--- src/design/gbfp_pkg.sv ---
package gbfp_pkg;

  localparam int unsigned PAYLOAD_BYTES_DEF = 128;

  localparam logic [7:0] SYNC_FIRST     = 8'hB5;
  localparam logic [7:0] SYNC_SECOND    = 8'h62;
  localparam logic [7:0] MAX_LENGTH_RST = 8'd92;
  localparam logic [7:0] LENGTH_SAT     = 8'hFF;

  localparam logic ACT_BYTE = 1'b0;
  localparam logic ACT_READ = 1'b1;

  localparam logic [2:0] READ_SIZE_BYTE = 3'd1;
  localparam logic [2:0] READ_SIZE_HALF = 3'd2;

  localparam int unsigned APB_ADDR_W = 3;
  localparam int unsigned APB_DATA_W = 32;
  localparam logic        REG_MAX_LENGTH = 1'b0;

  typedef enum logic [3:0] {
    PH_HUNT,
    PH_SYNC1,
    PH_CLASS,
    PH_ID,
    PH_LEN1,
    PH_LEN2,
    PH_PAYLOAD,
    PH_CKA,
    PH_CKB
  } phase_e;

  typedef struct packed {
    logic       ok;
    logic [7:0] cls;
    logic [7:0] id;
    logic [7:0] len;
  } frame_info_t;

  typedef struct packed {
    logic        frame_ok;
    logic [7:0]  frame_class;
    logic [7:0]  frame_id;
    logic [7:0]  frame_length;
    logic        read_valid;
    logic [31:0] read_value;
  } result_t;

endpackage

--- src/design/gbfp_in_if.sv ---
interface gbfp_in_if;
  logic       valid;
  logic       ready;
  logic       action;
  logic [7:0] data_byte;
  logic [6:0] read_offset;
  logic [2:0] read_size;
  logic       read_signed;

  modport source (
    output valid, action, data_byte, read_offset, read_size, read_signed,
    input  ready
  );

  modport sink (
    input  valid, action, data_byte, read_offset, read_size, read_signed,
    output ready
  );
endinterface

--- src/design/gbfp_out_if.sv ---
interface gbfp_out_if;
  logic        valid;
  logic        ready;
  logic        frame_ok;
  logic [7:0]  frame_class;
  logic [7:0]  frame_id;
  logic [7:0]  frame_length;
  logic        read_valid;
  logic [31:0] read_value;

  modport source (
    output valid, frame_ok, frame_class, frame_id, frame_length, read_valid, read_value,
    input  ready
  );

  modport sink (
    input  valid, frame_ok, frame_class, frame_id, frame_length, read_valid, read_value,
    output ready
  );
endinterface

--- src/design/gbfp_apb_regs.sv ---
module gbfp_apb_regs (
  input  logic                              clk_i,
  input  logic                              rst_ni,
  input  logic                              psel,
  input  logic                              penable,
  input  logic                              pwrite,
  input  logic [gbfp_pkg::APB_ADDR_W-1:0]   paddr,
  input  logic [gbfp_pkg::APB_DATA_W-1:0]   pwdata,
  output logic [gbfp_pkg::APB_DATA_W-1:0]   prdata,
  output logic                              pready,
  output logic [7:0]                        max_length_o
);

  logic [7:0] max_length_q;
  logic       reg_idx;
  logic       wr_hit;

  assign reg_idx = paddr[gbfp_pkg::APB_ADDR_W-1];
  assign wr_hit  = psel && penable && pwrite && (reg_idx == gbfp_pkg::REG_MAX_LENGTH);

  always_ff @(posedge clk_i or negedge rst_ni) begin
    if (!rst_ni) begin
      max_length_q <= gbfp_pkg::MAX_LENGTH_RST;
    end else if (wr_hit) begin
      max_length_q <= pwdata[7:0];
    end
  end

  always_comb begin
    prdata = '0;
    if (reg_idx == gbfp_pkg::REG_MAX_LENGTH) begin
      prdata = {{(gbfp_pkg::APB_DATA_W-8){1'b0}}, max_length_q};
    end
  end

  assign pready       = 1'b1;
  assign max_length_o = max_length_q;

endmodule

--- src/design/gbfp_parser.sv ---
module gbfp_parser #(
  parameter int unsigned PAYLOAD_BYTES = gbfp_pkg::PAYLOAD_BYTES_DEF,
  localparam int unsigned ADDR_W = $clog2(PAYLOAD_BYTES)
) (
  input  logic                  clk_i,
  input  logic                  rst_ni,
  input  logic                  byte_en_i,
  input  logic [7:0]            data_byte_i,
  input  logic [7:0]            max_length_i,
  output gbfp_pkg::frame_info_t info_o,
  output logic                  wr_en_o,
  output logic [ADDR_W-1:0]     wr_addr_o,
  output logic [7:0]            wr_data_o
);

  localparam int unsigned CNT_W = $clog2(PAYLOAD_BYTES + 1);

  gbfp_pkg::phase_e phase_q, phase_d;
  logic [7:0]       class_q, class_d;
  logic [7:0]       id_q, id_d;
  logic [15:0]      length_q, length_d;
  logic [CNT_W-1:0] count_q, count_d;
  logic [7:0]       sum_a_q, sum_a_d;
  logic [7:0]       sum_b_q, sum_b_d;

  logic [7:0]       sum_a_add;
  logic [7:0]       sum_b_add;
  logic [15:0]      len_full;
  logic [CNT_W-1:0] count_inc;
  logic             ok;

  assign sum_a_add = sum_a_q + data_byte_i;
  assign sum_b_add = sum_b_q + sum_a_add;
  assign len_full  = {data_byte_i, length_q[7:0]};
  assign count_inc = count_q + 1'b1;

  always_ff @(posedge clk_i or negedge rst_ni) begin
    if (!rst_ni) begin
      phase_q  <= gbfp_pkg::PH_HUNT;
      class_q  <= '0;
      id_q     <= '0;
      length_q <= '0;
      count_q  <= '0;
      sum_a_q  <= '0;
      sum_b_q  <= '0;
    end else begin
      phase_q  <= phase_d;
      class_q  <= class_d;
      id_q     <= id_d;
      length_q <= length_d;
      count_q  <= count_d;
      sum_a_q  <= sum_a_d;
      sum_b_q  <= sum_b_d;
    end
  end

  always_comb begin
    phase_d  = phase_q;
    class_d  = class_q;
    id_d     = id_q;
    length_d = length_q;
    count_d  = count_q;
    sum_a_d  = sum_a_q;
    sum_b_d  = sum_b_q;
    ok       = 1'b0;
    wr_en_o  = 1'b0;
    if (byte_en_i) begin
      case (phase_q)
        gbfp_pkg::PH_HUNT: begin
          if (data_byte_i == gbfp_pkg::SYNC_FIRST) phase_d = gbfp_pkg::PH_SYNC1;
        end
        gbfp_pkg::PH_SYNC1: begin
          if (data_byte_i == gbfp_pkg::SYNC_SECOND) begin
            phase_d = gbfp_pkg::PH_CLASS;
            sum_a_d = '0;
            sum_b_d = '0;
          end else begin
            phase_d = gbfp_pkg::PH_HUNT;
          end
        end
        gbfp_pkg::PH_CLASS: begin
          class_d = data_byte_i;
          sum_a_d = sum_a_add;
          sum_b_d = sum_b_add;
          phase_d = gbfp_pkg::PH_ID;
        end
        gbfp_pkg::PH_ID: begin
          id_d    = data_byte_i;
          sum_a_d = sum_a_add;
          sum_b_d = sum_b_add;
          phase_d = gbfp_pkg::PH_LEN1;
        end
        gbfp_pkg::PH_LEN1: begin
          length_d = {8'h00, data_byte_i};
          sum_a_d  = sum_a_add;
          sum_b_d  = sum_b_add;
          phase_d  = gbfp_pkg::PH_LEN2;
        end
        gbfp_pkg::PH_LEN2: begin
          length_d = len_full;
          if (len_full <= {8'h00, max_length_i}) begin
            sum_a_d = sum_a_add;
            sum_b_d = sum_b_add;
            count_d = '0;
            phase_d = (len_full == 16'h0000) ? gbfp_pkg::PH_CKA : gbfp_pkg::PH_PAYLOAD;
          end else begin
            phase_d = gbfp_pkg::PH_HUNT;
          end
        end
        gbfp_pkg::PH_PAYLOAD: begin
          if (count_q < CNT_W'(PAYLOAD_BYTES)) begin
            sum_a_d = sum_a_add;
            sum_b_d = sum_b_add;
            wr_en_o = 1'b1;
            count_d = count_inc;
            if (16'(count_inc) == length_q) phase_d = gbfp_pkg::PH_CKA;
          end else begin
            phase_d = gbfp_pkg::PH_HUNT;
          end
        end
        gbfp_pkg::PH_CKA: begin
          phase_d = (data_byte_i == sum_a_q) ? gbfp_pkg::PH_CKB : gbfp_pkg::PH_HUNT;
        end
        gbfp_pkg::PH_CKB: begin
          phase_d = gbfp_pkg::PH_HUNT;
          ok      = (data_byte_i == sum_b_q);
        end
        default: phase_d = gbfp_pkg::PH_HUNT;
      endcase
    end
  end

  assign wr_addr_o = count_q[ADDR_W-1:0];
  assign wr_data_o = data_byte_i;

  assign info_o.ok  = ok;
  assign info_o.cls = class_d;
  assign info_o.id  = id_d;
  assign info_o.len = (|length_d[15:8]) ? gbfp_pkg::LENGTH_SAT : length_d[7:0];

endmodule

--- src/design/gbfp_payload_mem.sv ---
module gbfp_payload_mem #(
  parameter int unsigned PAYLOAD_BYTES = gbfp_pkg::PAYLOAD_BYTES_DEF,
  localparam int unsigned ADDR_W = $clog2(PAYLOAD_BYTES)
) (
  input  logic              clk_i,
  input  logic              wr_en_i,
  input  logic [ADDR_W-1:0] wr_addr_i,
  input  logic [7:0]        wr_data_i,
  input  logic              rd_en_i,
  input  logic [6:0]        rd_offset_i,
  output logic [3:0][7:0]   rd_bytes_o
);

  localparam int unsigned BANKS = 4;
  localparam int unsigned ROW_W = ADDR_W - 2;
  localparam int unsigned ROWS  = (PAYLOAD_BYTES + BANKS - 1) / BANKS;

  logic [ROW_W-1:0] wr_row;
  logic [ROW_W-1:0] rd_row [BANKS];
  logic             rd_hit [BANKS];
  logic [7:0]       rd_q   [BANKS];
  logic             hit_q  [BANKS];
  logic [1:0]       off_q;

  assign wr_row = wr_addr_i[ADDR_W-1:2];

  // each bank holds every fourth byte, so a four byte field touches each bank once
  always_comb begin
    for (int b = 0; b < BANKS; b++) begin
      logic [1:0] lane;
      logic [7:0] idx;
      lane      = 2'(b) - rd_offset_i[1:0];
      idx       = {1'b0, rd_offset_i} + {6'b0, lane};
      rd_row[b] = ROW_W'(idx[7:2]);
      rd_hit[b] = (32'(idx) < PAYLOAD_BYTES);
    end
  end

  for (genvar g = 0; g < BANKS; g++) begin : g_bank
    logic [7:0] bank_mem [ROWS];

    always_ff @(posedge clk_i) begin
      if (wr_en_i && (wr_addr_i[1:0] == 2'(g))) begin
        bank_mem[wr_row] <= wr_data_i;
      end
      if (rd_en_i) begin
        rd_q[g]  <= bank_mem[rd_row[g]];
        hit_q[g] <= rd_hit[g];
      end
    end
  end

  always_ff @(posedge clk_i) begin
    if (rd_en_i) off_q <= rd_offset_i[1:0];
  end

  always_comb begin
    for (int k = 0; k < BANKS; k++) begin
      logic [1:0] bsel;
      bsel          = off_q + 2'(k);
      rd_bytes_o[k] = hit_q[bsel] ? rd_q[bsel] : 8'h00;
    end
  end

endmodule

--- src/design/gbfp_field_ext.sv ---
module gbfp_field_ext (
  input  logic [3:0][7:0] bytes_i,
  input  logic [2:0]      size_i,
  input  logic            sgn_i,
  output logic [31:0]     value_o
);

  always_comb begin
    case (size_i) inside
      [3'd0:gbfp_pkg::READ_SIZE_BYTE]: value_o = {{24{sgn_i & bytes_i[0][7]}}, bytes_i[0]};
      gbfp_pkg::READ_SIZE_HALF: value_o = {{16{sgn_i & bytes_i[1][7]}}, bytes_i[1], bytes_i[0]};
      default: value_o = {bytes_i[3], bytes_i[2], bytes_i[1], bytes_i[0]};
    endcase
  end

endmodule

--- src/design/gnss_binary_frame_parser.sv ---
// each item passes the input, middle and result registers before its result is valid
// throughput: one item per cycle while out_o.ready holds, stream byte or field read alike
// the payload buffer is four byte-interleaved banks with a registered read,
// which sets the stage between the input and result registers
// reset clears parser state and pipeline valids, max_length returns to 92;
// the payload buffer is not cleared
module gnss_binary_frame_parser #(
  parameter int unsigned PAYLOAD_BYTES = gbfp_pkg::PAYLOAD_BYTES_DEF
) (
  input  logic                            clk_i,
  input  logic                            rst_ni,
  gbfp_in_if.sink                         in_i,
  gbfp_out_if.source                      out_o,
  input  logic                            psel,
  input  logic                            penable,
  input  logic                            pwrite,
  input  logic [gbfp_pkg::APB_ADDR_W-1:0] paddr,
  input  logic [gbfp_pkg::APB_DATA_W-1:0] pwdata,
  output logic [gbfp_pkg::APB_DATA_W-1:0] prdata,
  output logic                            pready
);

  localparam int unsigned ADDR_W = $clog2(PAYLOAD_BYTES);

  logic [7:0] max_length;

  logic       en_in, en_mid, en_out;

  logic       in_v_q;
  logic       in_act_q;
  logic [7:0] in_data_q;
  logic [6:0] in_off_q;
  logic [2:0] in_size_q;
  logic       in_sgn_q;

  logic                  byte_en;
  gbfp_pkg::frame_info_t info;
  logic                  wr_en;
  logic [ADDR_W-1:0]     wr_addr;
  logic [7:0]            wr_data;

  logic                  mid_v_q;
  gbfp_pkg::frame_info_t mid_info_q;
  logic                  mid_rvalid_q;
  logic [2:0]            mid_size_q;
  logic                  mid_sgn_q;
  logic [3:0][7:0]       rd_bytes;
  logic [31:0]           field_value;

  logic                  out_v_q;
  gbfp_pkg::result_t     out_q;

  gbfp_apb_regs u_regs (
    .clk_i        (clk_i),
    .rst_ni       (rst_ni),
    .psel         (psel),
    .penable      (penable),
    .pwrite       (pwrite),
    .paddr        (paddr),
    .pwdata       (pwdata),
    .prdata       (prdata),
    .pready       (pready),
    .max_length_o (max_length)
  );

  assign en_out   = !out_v_q || out_o.ready;
  assign en_mid   = !mid_v_q || en_out;
  assign en_in    = !in_v_q || en_mid;
  assign in_i.ready = en_in;

  always_ff @(posedge clk_i or negedge rst_ni) begin
    if (!rst_ni) begin
      in_v_q  <= 1'b0;
      mid_v_q <= 1'b0;
      out_v_q <= 1'b0;
    end else begin
      if (en_in)  in_v_q  <= in_i.valid;
      if (en_mid) mid_v_q <= in_v_q;
      if (en_out) out_v_q <= mid_v_q;
    end
  end

  always_ff @(posedge clk_i) begin
    if (en_in && in_i.valid) begin
      in_act_q  <= in_i.action;
      in_data_q <= in_i.data_byte;
      in_off_q  <= in_i.read_offset;
      in_size_q <= in_i.read_size;
      in_sgn_q  <= in_i.read_signed;
    end
  end

  assign byte_en = in_v_q && en_mid && (in_act_q == gbfp_pkg::ACT_BYTE);

  gbfp_parser #(
    .PAYLOAD_BYTES (PAYLOAD_BYTES)
  ) u_parser (
    .clk_i        (clk_i),
    .rst_ni       (rst_ni),
    .byte_en_i    (byte_en),
    .data_byte_i  (in_data_q),
    .max_length_i (max_length),
    .info_o       (info),
    .wr_en_o      (wr_en),
    .wr_addr_o    (wr_addr),
    .wr_data_o    (wr_data)
  );

  gbfp_payload_mem #(
    .PAYLOAD_BYTES (PAYLOAD_BYTES)
  ) u_mem (
    .clk_i       (clk_i),
    .wr_en_i     (wr_en),
    .wr_addr_i   (wr_addr),
    .wr_data_i   (wr_data),
    .rd_en_i     (en_mid),
    .rd_offset_i (in_off_q),
    .rd_bytes_o  (rd_bytes)
  );

  always_ff @(posedge clk_i) begin
    if (en_mid && in_v_q) begin
      mid_info_q   <= info;
      mid_rvalid_q <= (in_act_q == gbfp_pkg::ACT_READ);
      mid_size_q   <= in_size_q;
      mid_sgn_q    <= in_sgn_q;
    end
  end

  gbfp_field_ext u_ext (
    .bytes_i (rd_bytes),
    .size_i  (mid_size_q),
    .sgn_i   (mid_sgn_q),
    .value_o (field_value)
  );

  always_ff @(posedge clk_i) begin
    if (en_out && mid_v_q) begin
      out_q.frame_ok     <= mid_info_q.ok;
      out_q.frame_class  <= mid_info_q.cls;
      out_q.frame_id     <= mid_info_q.id;
      out_q.frame_length <= mid_info_q.len;
      out_q.read_valid   <= mid_rvalid_q;
      out_q.read_value   <= mid_rvalid_q ? field_value : 32'h0000_0000;
    end
  end

  assign out_o.valid        = out_v_q;
  assign out_o.frame_ok     = out_q.frame_ok;
  assign out_o.frame_class  = out_q.frame_class;
  assign out_o.frame_id     = out_q.frame_id;
  assign out_o.frame_length = out_q.frame_length;
  assign out_o.read_valid   = out_q.read_valid;
  assign out_o.read_value   = out_q.read_value;

  a_ok_not_read: assert property (@(posedge clk_i) disable iff (!rst_ni)
    out_v_q && out_q.frame_ok |-> !out_q.read_valid)
    else $error("frame_ok raised on a read result");

  a_wr_from_byte: assert property (@(posedge clk_i) disable iff (!rst_ni)
    wr_en |-> in_v_q && en_mid && (in_act_q == gbfp_pkg::ACT_BYTE))
    else $error("payload write without a moving stream byte");

  a_ready_when_empty: assert property (@(posedge clk_i) disable iff (!rst_ni)
    !out_v_q |-> in_i.ready)
    else $error("input stalled with an empty result register");

  a_mid_moves: assert property (@(posedge clk_i) disable iff (!rst_ni)
    mid_v_q && en_out |=> out_v_q)
    else $error("result lost between stages");

endmodule

--- src/flat_wrapper.sv ---
// flat-port wrapper written by rule: the top's interface ports become plain ports
module gnss_binary_frame_parser_flat 
#(
  parameter int unsigned PAYLOAD_BYTES = gbfp_pkg::PAYLOAD_BYTES_DEF
)
  (clk_i, rst_ni, psel, penable, pwrite, paddr, pwdata, prdata, pready, in_i_valid, in_i_action, in_i_data_byte, in_i_read_offset, in_i_read_size, in_i_read_signed, in_i_ready, out_o_valid, out_o_frame_ok, out_o_frame_class, out_o_frame_id, out_o_frame_length, out_o_read_valid, out_o_read_value, out_o_ready);
  gbfp_in_if in_i_i ();
  gbfp_out_if out_o_i ();
  input  logic clk_i;
  input  logic rst_ni;
  input  logic psel;
  input  logic penable;
  input  logic pwrite;
  input  logic [gbfp_pkg::APB_ADDR_W-1:0] paddr;
  input  logic [gbfp_pkg::APB_DATA_W-1:0] pwdata;
  output logic [gbfp_pkg::APB_DATA_W-1:0] prdata;
  output logic pready;
  input wire logic [$bits(in_i_i.valid)-1:0] in_i_valid;
  input wire logic [$bits(in_i_i.action)-1:0] in_i_action;
  input wire logic [$bits(in_i_i.data_byte)-1:0] in_i_data_byte;
  input wire logic [$bits(in_i_i.read_offset)-1:0] in_i_read_offset;
  input wire logic [$bits(in_i_i.read_size)-1:0] in_i_read_size;
  input wire logic [$bits(in_i_i.read_signed)-1:0] in_i_read_signed;
  output wire logic [$bits(in_i_i.ready)-1:0] in_i_ready;
  output wire logic [$bits(out_o_i.valid)-1:0] out_o_valid;
  output wire logic [$bits(out_o_i.frame_ok)-1:0] out_o_frame_ok;
  output wire logic [$bits(out_o_i.frame_class)-1:0] out_o_frame_class;
  output wire logic [$bits(out_o_i.frame_id)-1:0] out_o_frame_id;
  output wire logic [$bits(out_o_i.frame_length)-1:0] out_o_frame_length;
  output wire logic [$bits(out_o_i.read_valid)-1:0] out_o_read_valid;
  output wire logic [$bits(out_o_i.read_value)-1:0] out_o_read_value;
  input wire logic [$bits(out_o_i.ready)-1:0] out_o_ready;
  assign in_i_i.valid = in_i_valid;
  assign in_i_i.action = in_i_action;
  assign in_i_i.data_byte = in_i_data_byte;
  assign in_i_i.read_offset = in_i_read_offset;
  assign in_i_i.read_size = in_i_read_size;
  assign in_i_i.read_signed = in_i_read_signed;
  assign in_i_ready = in_i_i.ready;
  assign out_o_valid = out_o_i.valid;
  assign out_o_frame_ok = out_o_i.frame_ok;
  assign out_o_frame_class = out_o_i.frame_class;
  assign out_o_frame_id = out_o_i.frame_id;
  assign out_o_frame_length = out_o_i.frame_length;
  assign out_o_read_valid = out_o_i.read_valid;
  assign out_o_read_value = out_o_i.read_value;
  assign out_o_i.ready = out_o_ready;
  gnss_binary_frame_parser #(.PAYLOAD_BYTES(PAYLOAD_BYTES)) u_core (.clk_i(clk_i), .rst_ni(rst_ni), .in_i(in_i_i), .out_o(out_o_i), .psel(psel), .penable(penable), .pwrite(pwrite), .paddr(paddr), .pwdata(pwdata), .prdata(prdata), .pready(pready));
endmodule
--- config.mk ---
export PLATFORM = sky130hd
export DESIGN_NAME = gnss_binary_frame_parser_flat
export DESIGN_NICKNAME = d
export VERILOG_FILES = /design/src/design/gbfp_pkg.sv /design/src/design/gbfp_in_if.sv /design/src/design/gbfp_out_if.sv /design/src/design/gbfp_apb_regs.sv /design/src/design/gbfp_parser.sv /design/src/design/gbfp_payload_mem.sv /design/src/design/gbfp_field_ext.sv /design/src/design/gnss_binary_frame_parser.sv /design/src/flat_wrapper.sv
export SDC_FILE = /design/constraint.sdc
export NUM_CORES = 2
export LEC_CHECK = 0
export ABC_AREA = 1
export BUFFER_PORTS_ARGS = -buffer_cell sky130_fd_sc_hd__buf_2
export CAP_MARGIN = 15
export CORE_MARGIN = 8
export CORE_UTILIZATION = 35
export DETAILED_ROUTE_END_ITERATION = 10
export GPL_ROUTABILITY_DRIVEN = 0
export HOLD_SLACK_MARGIN = 0.06
export PLACE_DENSITY_LB_ADDON = 0.15
export SLEW_MARGIN = 20
export SYNTH_ARGS = -nofsm -noshare
export SYNTH_HDL_FRONTEND = slang
export SYNTH_SLANG_ARGS = --single-unit
--- constraint.sdc ---
create_clock -name clk_i -period 5.23 [get_ports clk_i]
set_input_delay 0.2615 -clock clk_i [delete_from_list [all_inputs] [get_ports clk_i]]
set_output_delay 0.2615 -clock clk_i [all_outputs]
set_load 0.02 [all_outputs]
==> results.json <==
{
  "pwr-share-seq": 0.471,
  "hold_path_class": "in2async",
  "synth.distinct_cells": 54,
  "core_area_um2": 149000,
  "peakVddDrop_uv": 311,
  "clock_path_buffers": 3,
  "syn_area_um2": 52600,
  "numCtsBuffers": 140,
  "cts_max_level": 4,
  "status": "finished, final reports clean",
  "vias_per_cell": 5.08,
  "worstPathRequired_ns": 5.73,
  "seq_area_um2": 36900,
  "die-width_um": 404,
  "max-cap-violations": 0,
  "dp_cells": 6478,
  "fmax_mhz": 286,
  "antenna_left": 0,
  "fin_tns_setup_ns": 0,
  "final_nets": 4734,
  "slew_headroom": 0.244,
  "crit_slowest_cell": "ha_4",
  "clk_pin_slew_worst_paths_ns": 0.06,
  "ys_seq_area_frac": 0.702,
  "drt_iter0_markers": 3177,
  "ios": 155,
  "avgSynthCellArea_um2": 11.8,
  "endpoint_kind": "flop",
  "stdcell_count": 6767,
  "layout_min_cycle_time_ns": 3.49,
  "area_growth_pct": 14.9,
  "post_synth_main_area_contributors": "edfxtp_1 67%, nand2_1 8.0%, nand3_1 4.4%, mux2i_1 3.4%, dfrtp_1 3.2%",
  "rsz0062_at_grt": "false",
  "synth_largest_area_cell": "edfxtp_1",
  "wl_per_cell_um": 23.3,
  "grt_pass1_wl_um": 229000,
  "yosysTopAreaCellShare": 0.668,
  "num_vias": 34384,
  "finalHoldViolations": 0,
  "power.leakage_nw": 22.5,
  "r2r-start": "u_core.in_off_q[2]$_DFFE_PP_",
  "worstSetupPathType": "reg2reg",
  "worst_slew_pin_slew_ns": 1.13,
  "synthCells": 4470,
  "antenna_found_initial": 7,
  "pwr-share-clk": 0.387,
  "ys.flop_type": "edfxtp_1",
  "intPower_w": 0.0177,
  "clock_latency_ns": 0.79,
  "slew_violations": 0,
  "p_sw_frac": 0.278,
  "synth.cells.most_frequent": "1169 x edfxtp_1, 1123 x nand2_1, 459 x nand3_1",
  "synth_edf_count": 1169,
  "crit_top_cell": "nand2_1",
  "portBuffers": 103,
  "gr-total-overflow": 0,
  "synth.most_common_cell": "edfxtp_1",
  "ys_ff_latch": 1242,
  "r2r_slack_ns": 1.74,
  "synth-warning-count": 0,
  "fillers": 14236,
  "cts.sinks": 1242,
  "tritoncts": "built",
  "powerDensity_nw_per_um2": 406,
  "rows": 142,
  "die_h_um": 404,
  "dieArea_um2": 163000,
  "grt_pass1_vias": 32974,
  "p_sw_w": 0.00682,
  "finalWirelength_um": 158000,
  "multi_input_area_um2": 13700,
  "worstSetupStartpointType": "flop",
  "power.share.combinational": 0.143,
  "setup_viol": 0,
  "skew_ns": 0.0267,
  "drt_pass1_iterations": 5,
  "period_share": 0.668,
  "hpwl_um": 96500,
  "clockRootBuffer": "clkbuf_16",
  "cpPeakStageDelay_ns": 0.81,
  "cp_cell_sequence": "ha_4 -> buf_12 -> mux2i_1 -> nand2_1 -> nand3_1 -> a21oi_1 -> o21ai_1 -> nand2_1",
  "setup.worst_path.start": "u_core.in_off_q[2]$_DFFE_PP_",
  "path_max_fanout": 96,
  "grt_max_degree": 133,
  "drc_errors": 0,
  "grt_use_total": 0.190,
  "ys_async_sr_fraction": 0.0572,
  "critical_path_arrival_ns": 3.99,
  "drive_above_1_share": 0.0981,
  "start_util": 0.352
}
==> power by group through the flow <==
stage,combinational [W],clock [W],sequential [W]
floorplan,0.00193,0,0.0118
global placement,0.00345,0,0.0117
detailed placement,0.00346,0,0.0117
CTS,0.00350,0.00967,0.0115
global route,0.00380,0.0100,0.0116
finish,0.00349,0.00948,0.0115
==> registers in the layout, summed over array words and instances (netlist names), 16 cells and up, named ones only <==
name	cells
u_core.out_o.read_value	32
u_core.u_parser.length_q	16
u_core.u_mem.rd_q	32
u_core.u_mem.g_bank.bank_mem	1024
u_core.mid_info_q	25
==> layer usage <==
metal / global-route usage / share of wire / up-vias
li1: - / - / 15979
met1: 0.280 / 0.47 / 17188
met2: 0.286 / 0.44 / 1019
met3: 0.0288 / 0.054 / 198
met4: 0.0614 / 0.029 / 0
met5: 0 / 0 / -
==> layout by cell type, fill, tap and decap left out, types with 13 or more instances in the layout <==
master and instances:
clkbuf_1 32, inv_2 13, o21ai_1 16, mux2i_1 176, o221ai_1 25, clkinv_2 25, clkinv_1 30, dfrtp_1 67
a31oi_1 13, dlygate4sd3_1 34, inv_1 237, xor2_1 13, nand4_1 21, o22ai_1 74, buf_4 103, conb_1 25
a21oi_1 103, buf_2 102, clkbuf_16 142, edfxtp_1 1169, o21ai_0 223, nand2_1 1122, nor2_1 346, nand3_1 459
ha_1 29
==> what timing repair did <==
item	CTS	global route
buffers inserted	0	0
gates resized for setup	0	0
hold buffers	34	0
endpoints found under the hold margin	98	0
==> metrics by stage <==
stage | worst slack [ns] | utilization | hold WS [ns] | cell area (um2) | total power (W)
5_1_grt | 1.45 | 0.404 | 0.122 | 60400 | 0.0254
6_report | 1.74 | 0.404 | 0.0932 | 60400 | 0.0245
2_1_floorplan | 1.30 | - | -0.0341 | 52700 | 0.0138
3_5_place_dp | 1.69 | 0.372 | 0.405 | 55600 | 0.0152
3_3_place_gp | 1.70 | 0.372 | 0.404 | 55600 | 0.0152
4_1_cts | 1.68 | 0.404 | 0.0647 | 60400 | 0.0247
==> worst paths after layout <==
kind | to | depth (start not counted)
setup / recovery | u_core.u_mem.rd_q[1][6]$_DFFE_PN_ | 8
min in group clk_i | u_core.u_regs.max_length_o[2]$_DFFE_PN1P_ | 3
hold / removal | u_core.out_o.valid$_DFFE_PN0P_ | 2
setup reg to reg | u_core.u_mem.rd_q[1][6]$_DFFE_PN_ | 8
max in group asynchronous | u_core.u_parser.phase_q[0]$_DFFE_PN0P_ | 2
hold reg to reg | u_core.out_o.frame_class[0]$_DFFE_PP_ | 0
==> kinds of logic after synthesis <==
kind of cell / Yosys count / share of synthesized area
XOR/XNOR: 28 / 0.00581
AO/OA/AOI/OAI: 483 / 0.0514
AND/OR/NAND/NOR: 2004 / 0.158
buffers and inverters: 502 / 0.0404
other: 2 / 0.000143
multiplexers: 176 / 0.0335
flip-flops: 1242 / 0.702
adder cells (fa/ha/maj): 33 / 0.00814
==> worst max-delay path: cells and delay by family, from the launching register on <==
kind	cells	cell delay [ns]
AO/OA/AOI/OAI	2	0.33
adder cells (fa/ha/maj)	1	0.81
buffers and inverters	1	0.56
flip-flops	1	0.79
multiplexers	1	0.30
AND/OR/NAND/NOR	3	0.37
==> final cells by class <==
class / instances / area share
Antenna cell: 2 / 0.0000829
Clock buffer: 175 / 0.0611
Clock inverter: 77 / 0.0112
Inverter: 253 / 0.0157
Multi-Input combinational cell: 2749 / 0.227
Sequential cell: 1242 / 0.612
Tap cell: 2016 / 0.0418
Timing Repair Buffer: 253 / 0.0314
Power figures use the tool's default switching activity.
